[config.mk]
export PLATFORM = sky130hd
export DESIGN_NAME = key_scan_debounce_event_encoder_core_flat
export DESIGN_NICKNAME = d
export VERILOG_FILES = /design/src/rtl/kse_pkg.sv /design/src/rtl/kse_if.sv /design/src/rtl/key_scan_debounce_event_encoder_core.sv /design/src/rtl/kse_ram.sv /design/src/flat_wrapper.sv
export SDC_FILE = /design/constraint.sdc
export NUM_CORES = 1
export LEC_CHECK = 0
export BUFFER_PORTS_ARGS = -buffer_cell sky130_fd_sc_hd__buf_2
export CORE_MARGIN = 4
export CORE_UTILIZATION = 57
export CTS_CLUSTER_DIAMETER = 50
export DETAILED_ROUTE_END_ITERATION = 7
export PLACE_DENSITY = 0.71
export SYNTH_ARGS = -nofsm -noshare
export SYNTH_HDL_FRONTEND = slang
export SYNTH_HIERARCHICAL = 1
export SYNTH_SLANG_ARGS = --single-unit
[constraint.sdc]
create_clock -name clk -period 10.7 [get_ports clk]
set_clock_uncertainty 0.1 [all_clocks]
set_input_delay 1.605 -clock clk [delete_from_list [all_inputs] [get_ports clk]]
set_output_delay 1.605 -clock clk [all_outputs]
set_load 0.005 [all_outputs]
[src/rtl/kse_pkg.sv]
package kse_pkg;

  // payload widths of the channels
  localparam int unsigned RAW_W      = 17;
  localparam int unsigned MAP_KEY_W  = 5;
  localparam int unsigned CODE_W     = 8;
  localparam int unsigned KIND_W     = 3;
  localparam int unsigned ARG_W      = 7;
  localparam int unsigned TIME_W     = 32;
  localparam int unsigned MAX_KEYS   = 32;

  // configuration port
  localparam int unsigned CFG_IDX_W  = 2;
  localparam int unsigned CFG_DATA_W = 16;
  localparam int unsigned PERIOD_W   = 8;
  localparam int unsigned INTERVAL_W = 16;

  localparam logic [CFG_IDX_W-1:0] REG_TICK_PERIOD = 2'd0;
  localparam logic [CFG_IDX_W-1:0] REG_INTERVAL    = 2'd1;
  localparam logic [CFG_IDX_W-1:0] REG_TIMER_EN    = 2'd2;

  localparam logic [PERIOD_W-1:0]  TICK_PERIOD_RST = 8'd4;

  // input operations
  localparam logic OP_TICK = 1'b0;
  localparam logic OP_MAP  = 1'b1;

  // event kinds
  localparam logic [KIND_W-1:0] KIND_KEY_ON  = 3'd0;
  localparam logic [KIND_W-1:0] KIND_KEY_OFF = 3'd1;
  localparam logic [KIND_W-1:0] KIND_SW_ON   = 3'd2;
  localparam logic [KIND_W-1:0] KIND_SW_OFF  = 3'd3;
  localparam logic [KIND_W-1:0] KIND_TIMEOUT = 3'd4;

  // default code of an unwritten key is a switch with the key number
  localparam logic [CODE_W-1:0] CODE_SWITCH = 8'h80;

endpackage

[src/rtl/kse_if.sv]
interface kse_in_if;
  import kse_pkg::*;

  logic                 valid;
  logic                 ready;
  logic                 operation;
  logic [RAW_W-1:0]     raw_sample;
  logic [MAP_KEY_W-1:0] map_key;
  logic [CODE_W-1:0]    map_code;

  modport source (output valid, operation, raw_sample, map_key, map_code, input ready);
  modport sink   (input valid, operation, raw_sample, map_key, map_code, output ready);
endinterface

interface kse_out_if;
  import kse_pkg::*;

  logic              valid;
  logic              ready;
  logic [KIND_W-1:0] event_kind;
  logic [ARG_W-1:0]  event_arg;
  logic              last_of_tick;

  modport source (output valid, event_kind, event_arg, last_of_tick, input ready);
  modport sink   (input valid, event_kind, event_arg, last_of_tick, output ready);
endinterface

[src/rtl/key_scan_debounce_event_encoder_core.sv]
// Key scanner core: debounces a raw key sample per scan tick and turns
// stable level changes into a stream of key / switch events, plus one
// repeating timeout event.
// in_ch (valid/ready): operation 0 is a scan tick with raw_sample
// (0 = pressed), operation 1 writes code map_code for key map_key.
// out_ch (valid/ready): event_kind, event_arg, last_of_tick; the final
// event of a tick carries last_of_tick = 1. A tick that changes nothing
// and fires no timeout gives no event at all.
// cfg_we/cfg_index/cfg_wdata: register 0 tick period, 1 timer interval,
// 2 timer enable; write only while the block is idle.
// Walk: a tick walks the on keys then the off keys, one key slot per cycle
// through the code table RAM while no key event waits in the walk stage,
// stopping after the last changed key. The first key event passes the
// change masks, the RAM read stage and the output register; the walk
// uses the single RAM read port.
// Reset: code table reads 0x80 + key until written, the first tick only
// loads the filter, timer and registers return to defaults.
// A stalled receiver holds the output register and freezes the walk;
// in_ch.ready stays low until all events of the tick are in the register.
module key_scan_debounce_event_encoder_core #(
  parameter int unsigned KEY_COUNT = 17
) (
  input  logic                               clk,
  input  logic                               rst_n,
  kse_in_if.sink                             in_ch,
  kse_out_if.source                          out_ch,
  input  logic                               cfg_we,
  input  logic [kse_pkg::CFG_IDX_W-1:0]      cfg_index,
  input  logic [kse_pkg::CFG_DATA_W-1:0]     cfg_wdata
);
  import kse_pkg::*;

  localparam int unsigned KW = (KEY_COUNT > 1) ? $clog2(KEY_COUNT) : 1;
  localparam int unsigned SW = $clog2(2 * KEY_COUNT + 1);

  // configuration registers
  logic [PERIOD_W-1:0]   tick_period_r;
  logic [INTERVAL_W-1:0] interval_r;
  logic                  tmr_en_r;

  // filter and timer state
  logic                  primed_r;
  logic [KEY_COUNT-1:0]  prev_r;
  logic [KEY_COUNT-1:0]  stable_r;
  logic [TIME_W-1:0]     diff_r, diff_nxt;
  logic                  timer_chk_r;
  logic                  tmo_pend_r;

  // pending change masks and walk index
  logic [KEY_COUNT-1:0]  down_r, down_nxt;
  logic [KEY_COUNT-1:0]  up_r, up_nxt;
  logic [SW-1:0]         idx_r;

  // stage after the RAM read
  logic                  b_valid_r;
  logic                  b_hit_r;
  logic                  b_on_r;
  logic [KW-1:0]         b_key_r;

  logic [KEY_COUNT-1:0]  map_valid_r;

  // output register
  logic                  out_valid_r;
  logic [KIND_W-1:0]     out_kind_r, out_kind_nxt;
  logic [ARG_W-1:0]      out_arg_r, out_arg_nxt;
  logic                  out_last_r, out_last_nxt;

  logic                  busy;
  logic                  in_acc;
  logic                  tick_acc;
  logic                  map_acc;
  logic                  map_in_range;
  logic [MAX_KEYS-1:0]   raw_ext;
  logic [KEY_COUNT-1:0]  sample;
  logic [KEY_COUNT-1:0]  changed;
  logic                  sweeping;
  logic                  out_free;
  logic                  b_emit;
  logic                  tmo_emit;
  logic                  out_load;
  logic                  advance;
  logic                  phase_off;
  logic [SW-1:0]         key_wide;
  logic [KW-1:0]         a_key;
  logic                  a_bit;
  logic                  ram_re;
  logic                  ram_we;
  logic [CODE_W-1:0]     ram_rdata;
  logic [CODE_W-1:0]     code;

  // handshake and input decode
  assign sweeping     = (|down_r) | (|up_r);
  assign busy         = timer_chk_r | tmo_pend_r | sweeping | (b_valid_r & b_hit_r);
  assign in_ch.ready  = ~busy;
  assign in_acc       = in_ch.valid & ~busy;
  assign tick_acc     = in_acc & (in_ch.operation == OP_TICK);
  assign map_acc      = in_acc & (in_ch.operation == OP_MAP);
  assign map_in_range = {1'b0, in_ch.map_key} < (MAP_KEY_W + 1)'(KEY_COUNT);
  assign raw_ext      = {(MAX_KEYS - RAW_W)'(0), in_ch.raw_sample};
  assign sample       = raw_ext[KEY_COUNT-1:0];
  assign changed      = stable_r ^ sample;

  // output arbitration: timeout goes first
  assign out_free  = ~out_valid_r | out_ch.ready;
  assign tmo_emit  = tmo_pend_r & out_free;
  assign b_emit    = b_valid_r & b_hit_r & ~timer_chk_r & ~tmo_pend_r & out_free;
  assign out_load  = tmo_emit | b_emit;
  assign advance   = ~(b_valid_r & b_hit_r) | b_emit;

  // walk position: on keys, then off keys
  assign phase_off = idx_r >= SW'(KEY_COUNT);
  assign key_wide  = phase_off ? (idx_r - SW'(KEY_COUNT)) : idx_r;
  assign a_key     = key_wide[KW-1:0];
  assign a_bit     = phase_off ? up_r[a_key] : down_r[a_key];
  assign ram_re    = advance & sweeping;
  assign ram_we    = map_acc & map_in_range;

  kse_ram #(
    .WIDTH (CODE_W),
    .DEPTH (KEY_COUNT)
  ) u_code_ram (
    .clk   (clk),
    .we    (ram_we),
    .waddr (in_ch.map_key[KW-1:0]),
    .wdata (in_ch.map_code),
    .re    (ram_re),
    .raddr (a_key),
    .rdata (ram_rdata)
  );

  // unwritten keys read as a switch with their own number
  assign code = map_valid_r[b_key_r] ? ram_rdata : (CODE_SWITCH + CODE_W'(b_key_r));

  // next event payload
  always_comb begin
    out_kind_nxt = out_kind_r;
    out_arg_nxt  = out_arg_r;
    out_last_nxt = out_last_r;
    if (tmo_emit) begin
      out_kind_nxt = KIND_TIMEOUT;
      out_arg_nxt  = ARG_W'(0);
      out_last_nxt = ~sweeping & ~(b_valid_r & b_hit_r);
    end else if (b_emit) begin
      if (code[CODE_W-1]) begin
        out_kind_nxt = b_on_r ? KIND_SW_ON : KIND_SW_OFF;
      end else begin
        out_kind_nxt = b_on_r ? KIND_KEY_ON : KIND_KEY_OFF;
      end
      out_arg_nxt  = code[ARG_W-1:0];
      out_last_nxt = ~sweeping;
    end
  end

  // change masks: loaded by a stable tick, cleared bit by bit by the walk
  always_comb begin
    down_nxt = down_r;
    up_nxt   = up_r;
    if (tick_acc && primed_r && (prev_r == sample)) begin
      down_nxt = changed & ~sample;
      up_nxt   = changed & sample;
    end else if (ram_re) begin
      if (phase_off) begin
        up_nxt[a_key] = 1'b0;
      end else begin
        down_nxt[a_key] = 1'b0;
      end
    end
  end

  // timer difference: due time minus current time
  always_comb begin
    diff_nxt = diff_r;
    if (tick_acc && primed_r) begin
      diff_nxt = diff_r - TIME_W'(tick_period_r);
    end else if (timer_chk_r && tmr_en_r && ((diff_r == '0) || diff_r[TIME_W-1])) begin
      diff_nxt = diff_r + TIME_W'(interval_r);
    end
  end

  // configuration registers
  always_ff @(posedge clk) begin
    if (!rst_n) begin
      tick_period_r <= TICK_PERIOD_RST;
      interval_r    <= '0;
      tmr_en_r      <= 1'b0;
    end else if (cfg_we) begin
      unique case (cfg_index)
        REG_TICK_PERIOD: tick_period_r <= cfg_wdata[PERIOD_W-1:0];
        REG_INTERVAL:    interval_r    <= cfg_wdata[INTERVAL_W-1:0];
        REG_TIMER_EN:    tmr_en_r      <= cfg_wdata[0];
        default: begin
        end
      endcase
    end
  end

  // filter, timer and walk control
  always_ff @(posedge clk) begin
    if (!rst_n) begin
      primed_r    <= 1'b0;
      prev_r      <= '0;
      stable_r    <= '0;
      diff_r      <= '0;
      timer_chk_r <= 1'b0;
      tmo_pend_r  <= 1'b0;
      down_r      <= '0;
      up_r        <= '0;
      idx_r       <= '0;
      b_valid_r   <= 1'b0;
      b_hit_r     <= 1'b0;
      map_valid_r <= '0;
    end else begin
      down_r <= down_nxt;
      up_r   <= up_nxt;
      diff_r <= diff_nxt;

      if (tick_acc) begin
        prev_r   <= sample;
        primed_r <= 1'b1;
        idx_r    <= '0;
        if (!primed_r || (prev_r == sample)) begin
          stable_r <= sample;
        end
      end else if (ram_re) begin
        idx_r <= idx_r + SW'(1);
      end

      // timeout decision in the cycle after the clock advance
      timer_chk_r <= tick_acc & primed_r;
      if (timer_chk_r && tmr_en_r && ((diff_r == '0) || diff_r[TIME_W-1])) begin
        tmo_pend_r <= 1'b1;
      end else if (tmo_emit) begin
        tmo_pend_r <= 1'b0;
      end

      if (advance) begin
        b_valid_r <= sweeping;
        b_hit_r   <= sweeping & a_bit;
      end

      if (ram_we) begin
        map_valid_r[in_ch.map_key[KW-1:0]] <= 1'b1;
      end
    end
  end

  // walk stage payload
  always_ff @(posedge clk) begin
    if (advance) begin
      b_on_r  <= ~phase_off;
      b_key_r <= a_key;
    end
  end

  // output register
  always_ff @(posedge clk) begin
    if (!rst_n) begin
      out_valid_r <= 1'b0;
    end else if (out_load) begin
      out_valid_r <= 1'b1;
    end else if (out_ch.ready) begin
      out_valid_r <= 1'b0;
    end
  end

  always_ff @(posedge clk) begin
    out_kind_r <= out_kind_nxt;
    out_arg_r  <= out_arg_nxt;
    out_last_r <= out_last_nxt;
  end

  assign out_ch.valid        = out_valid_r;
  assign out_ch.event_kind   = out_kind_r;
  assign out_ch.event_arg    = out_arg_r;
  assign out_ch.last_of_tick = out_last_r;

`ifndef SYNTH
  // a pending event in the walk stage keeps new items out
  a_hit_blocks_input: assert property (@(posedge clk) disable iff (!rst_n)
    (b_valid_r && b_hit_r) |-> !in_ch.ready)
    else $error("item accepted while a key event is pending");

  // the code table is never written during a walk read
  a_no_rw_overlap: assert property (@(posedge clk) disable iff (!rst_n)
    ram_we |-> !ram_re)
    else $error("code table written during a read");

  // no key event may pass the undecided timeout
  a_timeout_first: assert property (@(posedge clk) disable iff (!rst_n)
    timer_chk_r |-> !out_load)
    else $error("event emitted before timeout decision");

  // after the last event of a tick the block is idle
  a_last_then_idle: assert property (@(posedge clk) disable iff (!rst_n)
    (out_load && out_last_nxt) |=> !busy)
    else $error("work left after last event of tick");
`endif

endmodule

[src/rtl/kse_ram.sv]
module kse_ram #(
  parameter int unsigned WIDTH = 8,
  parameter int unsigned DEPTH = 17
) (
  input  logic                                      clk,
  input  logic                                      we,
  input  logic [((DEPTH > 1) ? $clog2(DEPTH) : 1)-1:0] waddr,
  input  logic [WIDTH-1:0]                          wdata,
  input  logic                                      re,
  input  logic [((DEPTH > 1) ? $clog2(DEPTH) : 1)-1:0] raddr,
  output logic [WIDTH-1:0]                          rdata
);

  logic [WIDTH-1:0] mem [DEPTH];

  // one write port, one registered read port
  always_ff @(posedge clk) begin
    if (we) begin
      mem[waddr] <= wdata;
    end
    if (re) begin
      rdata <= mem[raddr];
    end
  end

endmodule
[src/flat_wrapper.sv]
// flat-port wrapper written by rule: the top's interface ports become plain ports
module key_scan_debounce_event_encoder_core_flat import kse_pkg::*;
#(
  parameter int unsigned KEY_COUNT = 17
)
  (clk, rst_n, cfg_we, cfg_index, cfg_wdata, in_ch_valid, in_ch_operation, in_ch_raw_sample, in_ch_map_key, in_ch_map_code, in_ch_ready, out_ch_valid, out_ch_event_kind, out_ch_event_arg, out_ch_last_of_tick, out_ch_ready);
  kse_in_if in_ch_i ();
  kse_out_if out_ch_i ();
  input  logic clk;
  input  logic rst_n;
  input  logic cfg_we;
  input  logic [kse_pkg::CFG_IDX_W-1:0] cfg_index;
  input  logic [kse_pkg::CFG_DATA_W-1:0] cfg_wdata;
  input wire logic [$bits(in_ch_i.valid)-1:0] in_ch_valid;
  input wire logic [$bits(in_ch_i.operation)-1:0] in_ch_operation;
  input wire logic [$bits(in_ch_i.raw_sample)-1:0] in_ch_raw_sample;
  input wire logic [$bits(in_ch_i.map_key)-1:0] in_ch_map_key;
  input wire logic [$bits(in_ch_i.map_code)-1:0] in_ch_map_code;
  output wire logic [$bits(in_ch_i.ready)-1:0] in_ch_ready;
  output wire logic [$bits(out_ch_i.valid)-1:0] out_ch_valid;
  output wire logic [$bits(out_ch_i.event_kind)-1:0] out_ch_event_kind;
  output wire logic [$bits(out_ch_i.event_arg)-1:0] out_ch_event_arg;
  output wire logic [$bits(out_ch_i.last_of_tick)-1:0] out_ch_last_of_tick;
  input wire logic [$bits(out_ch_i.ready)-1:0] out_ch_ready;
  assign in_ch_i.valid = in_ch_valid;
  assign in_ch_i.operation = in_ch_operation;
  assign in_ch_i.raw_sample = in_ch_raw_sample;
  assign in_ch_i.map_key = in_ch_map_key;
  assign in_ch_i.map_code = in_ch_map_code;
  assign in_ch_ready = in_ch_i.ready;
  assign out_ch_valid = out_ch_i.valid;
  assign out_ch_event_kind = out_ch_i.event_kind;
  assign out_ch_event_arg = out_ch_i.event_arg;
  assign out_ch_last_of_tick = out_ch_i.last_of_tick;
  assign out_ch_i.ready = out_ch_ready;
  key_scan_debounce_event_encoder_core #(.KEY_COUNT(KEY_COUNT)) u_core (.clk(clk), .rst_n(rst_n), .in_ch(in_ch_i), .out_ch(out_ch_i), .cfg_we(cfg_we), .cfg_index(cfg_index), .cfg_wdata(cfg_wdata));
endmodule
Word-level counts from Yosys, hierarchy flattened:

Memory sizes are Yosys's and may differ from the RTL's. A register that Yosys moved wholly into a read port is not among the register bits.
Index checks and enable logic that the tools add are counted.

* register bits: 171
* memory bits (writable): 136
* input bits: 54
* output and inout port bits: 13
* memories: 1

* $add $sub $neg: 5
* $lt $le $gt $ge: 7
* eq/ne operators: 4
* muxes and demuxes: 32
* bitwise logic cells: 37
* reduce and logical (&&, ||, !) cells: 26

Memories
* u_core.u_code_ram.mem: words 17, bits a word 8, read ports 1, clocked after memory_dff 1, write ports 1, RTL line kse_ram.sv:14 `logic [WIDTH-1:0] mem [DEPTH];`

Operators with widths (count)
* $mux W17: 6
* $and A17 B17 Y17: 4
* $mux W32: 2
* $not A17 Y17: 2
* $reduce_or A17 Y1: 2
* $add A32 B16 Y32: 1
* $logic_not A32 Y1: 1
* $sub A32 B8 Y32: 1
* $lt A5 B6 Y1 const B: 3
* $eq A17 B17 Y1: 1
* $or A17 B17 Y17: 1
* $xor A17 B17 Y17: 1
* $mux W1: 16
* $bmux W1 S5: 3
* $and A1 B1 Y1: 13
* $reduce_and A2 Y1: 6
* $reduce_bool A2 Y1: 6
* $demux W1 S5: 2
* $ge A5 B1 Y1 const B: 2
* $not A1 Y1: 9
* $add A8 B5 Y8 const A: 1
* $mux W8: 1
* $or A1 B1 Y1: 7
* $add A6 B1 Y6 const B: 1
* other kinds (13): 19

Longest topological paths before layout:

* word-level depth: 11
* mapped depth: 21
* depth with buffers taken out: 20

Cells and area by module:

The synthesis kept the hierarchy.

Modules (own cells, without submodules)
* key_scan_debounce_event_encoder_core: times used 1, cells an instance 1122, area each 9246.4 sq um
* kse_ram: times used 1, cells an instance 254, area each 5632.9 sq um

Worst setup path after synthesis:

OpenSTA, ideal clock, no wires.

* kind: in2reg
* from: input in_ch_valid
* to: register u_core.diff_r[31]
* setup time: 0.072 ns
* arrival time: 5.352 ns
* data required time: 10.528 ns
* slack: 5.176 ns
* stages on the path: 17
* cell sequence: nand3_1 nor3_1 nand2_1 clkbuf_1 clkbuf_1 o21ai_0 ha_1 a2111oi_2 o21ai_1 a221o_1 or3_1 o211ai_2 o22ai_1 or4b_1 a31oi_1 mux2i_1 mux2i_1

* longest elaborated chain between the ends: 4
* elaborated cells between the ends (all ways): 5
* those cells by class: 1 x mux; 2 x bitwise; 2 x reduce/logical

RTL lines
* start: declaration: RTL line flat_wrapper.sv:14 `input wire logic [$bits(in_ch_i.valid)-1:0] in_ch_valid;`
* $and A1 B1 Y1 (*): RTL line key_scan_debounce_event_encoder_core.sv:95 `assign in_acc = in_ch.valid & ~busy;`
* $and A1 B1 Y1 (*): RTL line key_scan_debounce_event_encoder_core.sv:96 `assign tick_acc = in_acc & (in_ch.operation == OP_TICK);`
* $logic_and A1 B1 Y1 (*): RTL line key_scan_debounce_event_encoder_core.sv:173 `if (tick_acc && primed_r) begin`
* $mux W32 / $reduce_bool A2 Y1 (equally long branches)
* end signal: assignment: RTL line key_scan_debounce_event_encoder_core.sv:215 `diff_r <= diff_nxt;`
* end: declaration: RTL line key_scan_debounce_event_encoder_core.sv:45 `logic [TIME_W-1:0] diff_r, diff_nxt;`

Mark *: on every way between the ends. The rest lies on a longest branch, timed or not.
A chain may end at the register's enable or synchronous reset.

Worst setup path in the final report:

Ends and elaborated chain as after synthesis.

==> summary.md <==
| Metric | Value |
|---|---|
| Post-synthesis sequential area ratio | `0.525` |
| Setup crit start | `in_ch_valid` |
| Area of placed instances | `0.0154 sq mm` |
| Worst vdd ir | `0.000140 V` |
| Flop pwr share | `0.469` |
| Fillers | `2,027` |
| Synth Area in Simple Gates | `0.142` |
| Clock Power Share | `0.431` |
| Nets | `1,521` |
| Die Y | `170 um` |
| Drt pass-1 iters | `5` |
| Worst min path class | `reg -> reg` |
| Die Area | `0.0288 sq mm` |
| Gate power share | `0.100` |
| Register area | `0.00782 sq mm` |
| Unrepaired setup endpoints after global routing | `false` |
| DP Cell Count | `1,720` |
| Min cycle time layout | `5320 ps` |
| Post-CTS Setup Bufs | `0` |
| Pwr/cell area | `166 mW/mm^2` |
| Cell variety after synth | `64` |
| Most frequent CP cell | `mux2i_1` |
| Post-route ant nets | `0` |
| Port-buffer cells | `66` |
| Status | `finished, final reports clean` |
| HPWL Detailed | `23.7 mm` |
| Critical Path Slowest Stage Cell | `or4b_1` |
| Yosys warns | `6` |
| Final setup viols | `0` |
| Largest net degree at the start of global routing | `93` |
| Period utilization | `0.497` |
| Reg2reg path depth | `19` |
| Avg WL per Cell | `19.6 um` |
| RR Endpoint | `u_core/diff_r[31]$_SDFFE_PN0P_` |
| Fmax | `188 MHz` |
| Iteration-0 DRC Markers | `1,099` |
| Mapped Area | `0.0149 sq mm` |
| CTS tree | `done` |
| Setup TNS | `0 ps` |
| Worst Path Required | `11,030 ps` |
| CP Max Fanout | `39` |
| CP cell instances | `buf_2 > nand3_1 > nor3_2 > nand2_1 > buf_4 > o21ai_0 > ha_1 > a2111oi_2 > o21ai_1 > a221o_1 > or3_1 > o211ai_2 > o22ai_1 > or4b_1 > a31oi_1 > mux2i_1 > mux2i_1` |
| Static leakage | `6.05 nW` |
| Hold slack | `365 ps` |
| Layout area overhead | `11.5%` |
| Util after Layout | `0.653` |
| Switching pwr | `0.645 mW` |
| Switch share | `0.235` |
| Adder-Cell Fraction of Synth Area | `0.0341` |
| Max transition margin | `0.270` |
| Initial core utilization | `0.586` |
| CTS Buffer Depth | `3` |
| Final cell count without fillers | `1,783` |
| HP Start | `u_core/out_ch.event_arg[6]$_SDFFE_PP0P_` |
| H-tree Lvls | `2` |
| FP Rows | `58` |
| Core area | `0.0254 sq mm` |
| Die Wd | `170 um` |
| Initial antenna violation count | `1` |
| Synth Area in Compound Gates | `0.129` |
| Avg Inst Size Synth | `10.8 sq um` |
| Reg2reg start | `u_core/down_r[16]$_SDFFE_PN0P_` |
| Ys flop type | `dfxtp_1` |
| Share of cells above drive strength 1 | `0.130` |
| Synth Area in XOR/XNOR | `0.0353` |
| Asr flop ratio synth | `0` |
| Worst-case register-to-register setup slack | `5420 ps` |
| DR vias/cell | `6.09` |
| Startpoint type of the worst setup path | `primary input` |
| Syn Inst Count | `1,376` |
| Slew Viols, Final | `0` |
| Crit path capture type | `flop` |
| Number of synthesized flops with an enable pin | `151` |
| Hold Buf Count CTS | `0` |
| First-pass GRT wire length | `56.0 mm` |
| Clk slew on worst S/H paths | `60 ps` |
| Endpoints failing hold | `0` |
| Worst skew pair latency | `510 ps` |
| Synth Register Bits | `315` |
| CP peak stage delay | `510 ps` |
| Syn Nets | `1,470` |
| Setup Crit Path Kind | `in -> reg` |
| Routed WL | `35.0 mm` |
| CTS Root Cell | `clkbuf_16` |
| Multi-input logic area | `0.00668 sq mm` |
| CP Data Arrival Time | `5650 ps` |
| DRC violations left | `0` |
| Worst-margin pin slew | `1090 ps` |
| Via count | `10.9k` |
| I/O pin count | `67` |
| Internal | `2.11 mW` |
| Num CTS Buffers | `35` |
| Design area | `0.0166 sq mm` |
| Clk sink count | `315` |
| Largest family of logic cells by synthesized area | `simple AND/OR/NAND/NOR gates` |
| GR Util All Layers | `0.241` |
| Remaining global-route overflow | `0` |
| Routability cong. | `0.913` |
| Multiplexer share of the synthesized area | `0.106` |
| Setup crit end | `u_core/diff_r[31]$_SDFFE_PN0P_` |
| Vias in the first global route | `10.5k` |
| Max-Cap Viols | `0` |
| Post-CTS sizing | `0` |
-- worst min-delay path by stage --
| stage | endpoint | slack, ps | depth (start not counted) |
|---|---|---|---|
| 2_1_floorplan | u_core/out_ch.event_kind[0]$_SDFFE_PP0P_ | 320 | 1 |
| 3_3_place_gp | u_core/map_valid_r[13]$_SDFFE_PN0P_ | 340 | 2 |
| 6_report | u_core/out_ch.event_arg[6]$_SDFFE_PP0P_ | 360 | 2 |
| 4_1_cts | u_core/out_ch.event_arg[5]$_SDFFE_PP0P_ | 360 | 2 |
| 5_1_grt | u_core/out_ch.event_arg[5]$_SDFFE_PP0P_ | 370 | 2 |
| 3_5_place_dp | u_core/out_ch.event_arg[5]$_SDFFE_PP0P_ | 350 | 2 |
-- cells by family after synthesis --
kind of cell             Yosys count
AND/OR/NAND/NOR                  444
buffers and inverters             90
adder cells (fa/ha/maj)           40
multiplexers                     107
AO/OA/AOI/OAI                    320
flip-flops                       315
XOR/XNOR                          60
-- cell usage in the layout (no fill, tap or decap), types with 32 or more instances in the layout --
cell	synthesis	layout
xnor2_1	39	38
nor2_1	138	137
buf_2	3	66
mux2i_1	68	68
dfxtp_1	164	164
nand3b_1	36	36
edfxtp_1	151	151
ha_1	39	39
o21ai_0	87	87
clkbuf_16	0	35
a21oi_1	134	134
nand2_1	130	130
mux4_2	32	32
-- power groups by stage --
stage                     sequential [mW]  combinational [mW]  clock (mW)
after floorplan                      1.31               0.199           0
after global placement               1.32               0.267           0
after detailed placement             1.32               0.271           0
after CTS                            1.29               0.273        1.21
after global routing                 1.29               0.307        1.26
final                                1.29               0.275        1.18
-- critical path: cells and delay by family --
| kind | cells | cell delay [ps] |
|---|---|---|
| AOI/OAI and AO/OA | 7 | 1590 |
| and+or+nand+nor | 5 | 1080 |
| adders and majority gates | 1 | 430 |
| buffers and inverters | 2 | 470 |
| muxes | 2 | 470 |
-- Yosys cell counts (29+ instances only) --
cell type,n,area (sq um)
a21oi_1,134,671
clkbuf_1,50,188
dfxtp_1,164,3280
edfxtp_1,151,4530
ha_1,39,488
mux2i_1,68,681
mux4_2,32,721
nand2_1,130,488
nand3_1,29,145
nand3b_1,36,270
nor2_1,138,518
o21ai_0,87,435
xnor2_1,39,342
-- registers in the layout (all words and copies together), names as in the netlist, 3 cells and up --
register,flops
u_core/b_key_r,5
u_core/diff_r,32
u_core/down_r,17
u_core/idx_r,6
u_core/interval_r,16
u_core/map_valid_r,17
u_core/out_ch.event_arg,7
u_core/out_ch.event_kind,3
u_core/prev_r,17
u_core/stable_r,17
u_core/tick_period_r,8
u_core/u_code_ram/mem,136
u_core/u_code_ram/rdata,8
u_core/up_r,17
-- per-stage QoR --
step           total power, mW  worst slack (ps)
2_1_floorplan             1.51              5180
3_5_place_dp              1.59              4930
4_1_cts                   2.77              5450
6_report                  2.75              5380
3_3_place_gp              1.58              5040
5_1_grt                   2.86              5060
-- per-layer routing --
layer  global-route usage  vias up  wire, um
met1                0.344     5272     15900
met2                0.391      327     16400
met3               0.0363       66      2060
li1                     -     5201         -
met5                    0        -         0
met4               0.0637        0       714
-- final cells by class --
class                   count  area share
clock buffers              48      0.0594
inverters                  22     0.00513
multi-input cells         971       0.402
diodes                      1    0.000151
repair buffers             82      0.0272
well taps                 330      0.0249
clock inverters            14     0.00958
flip-flops and latches    315       0.471
No activity file was read; power rests on OpenSTA's default activity.
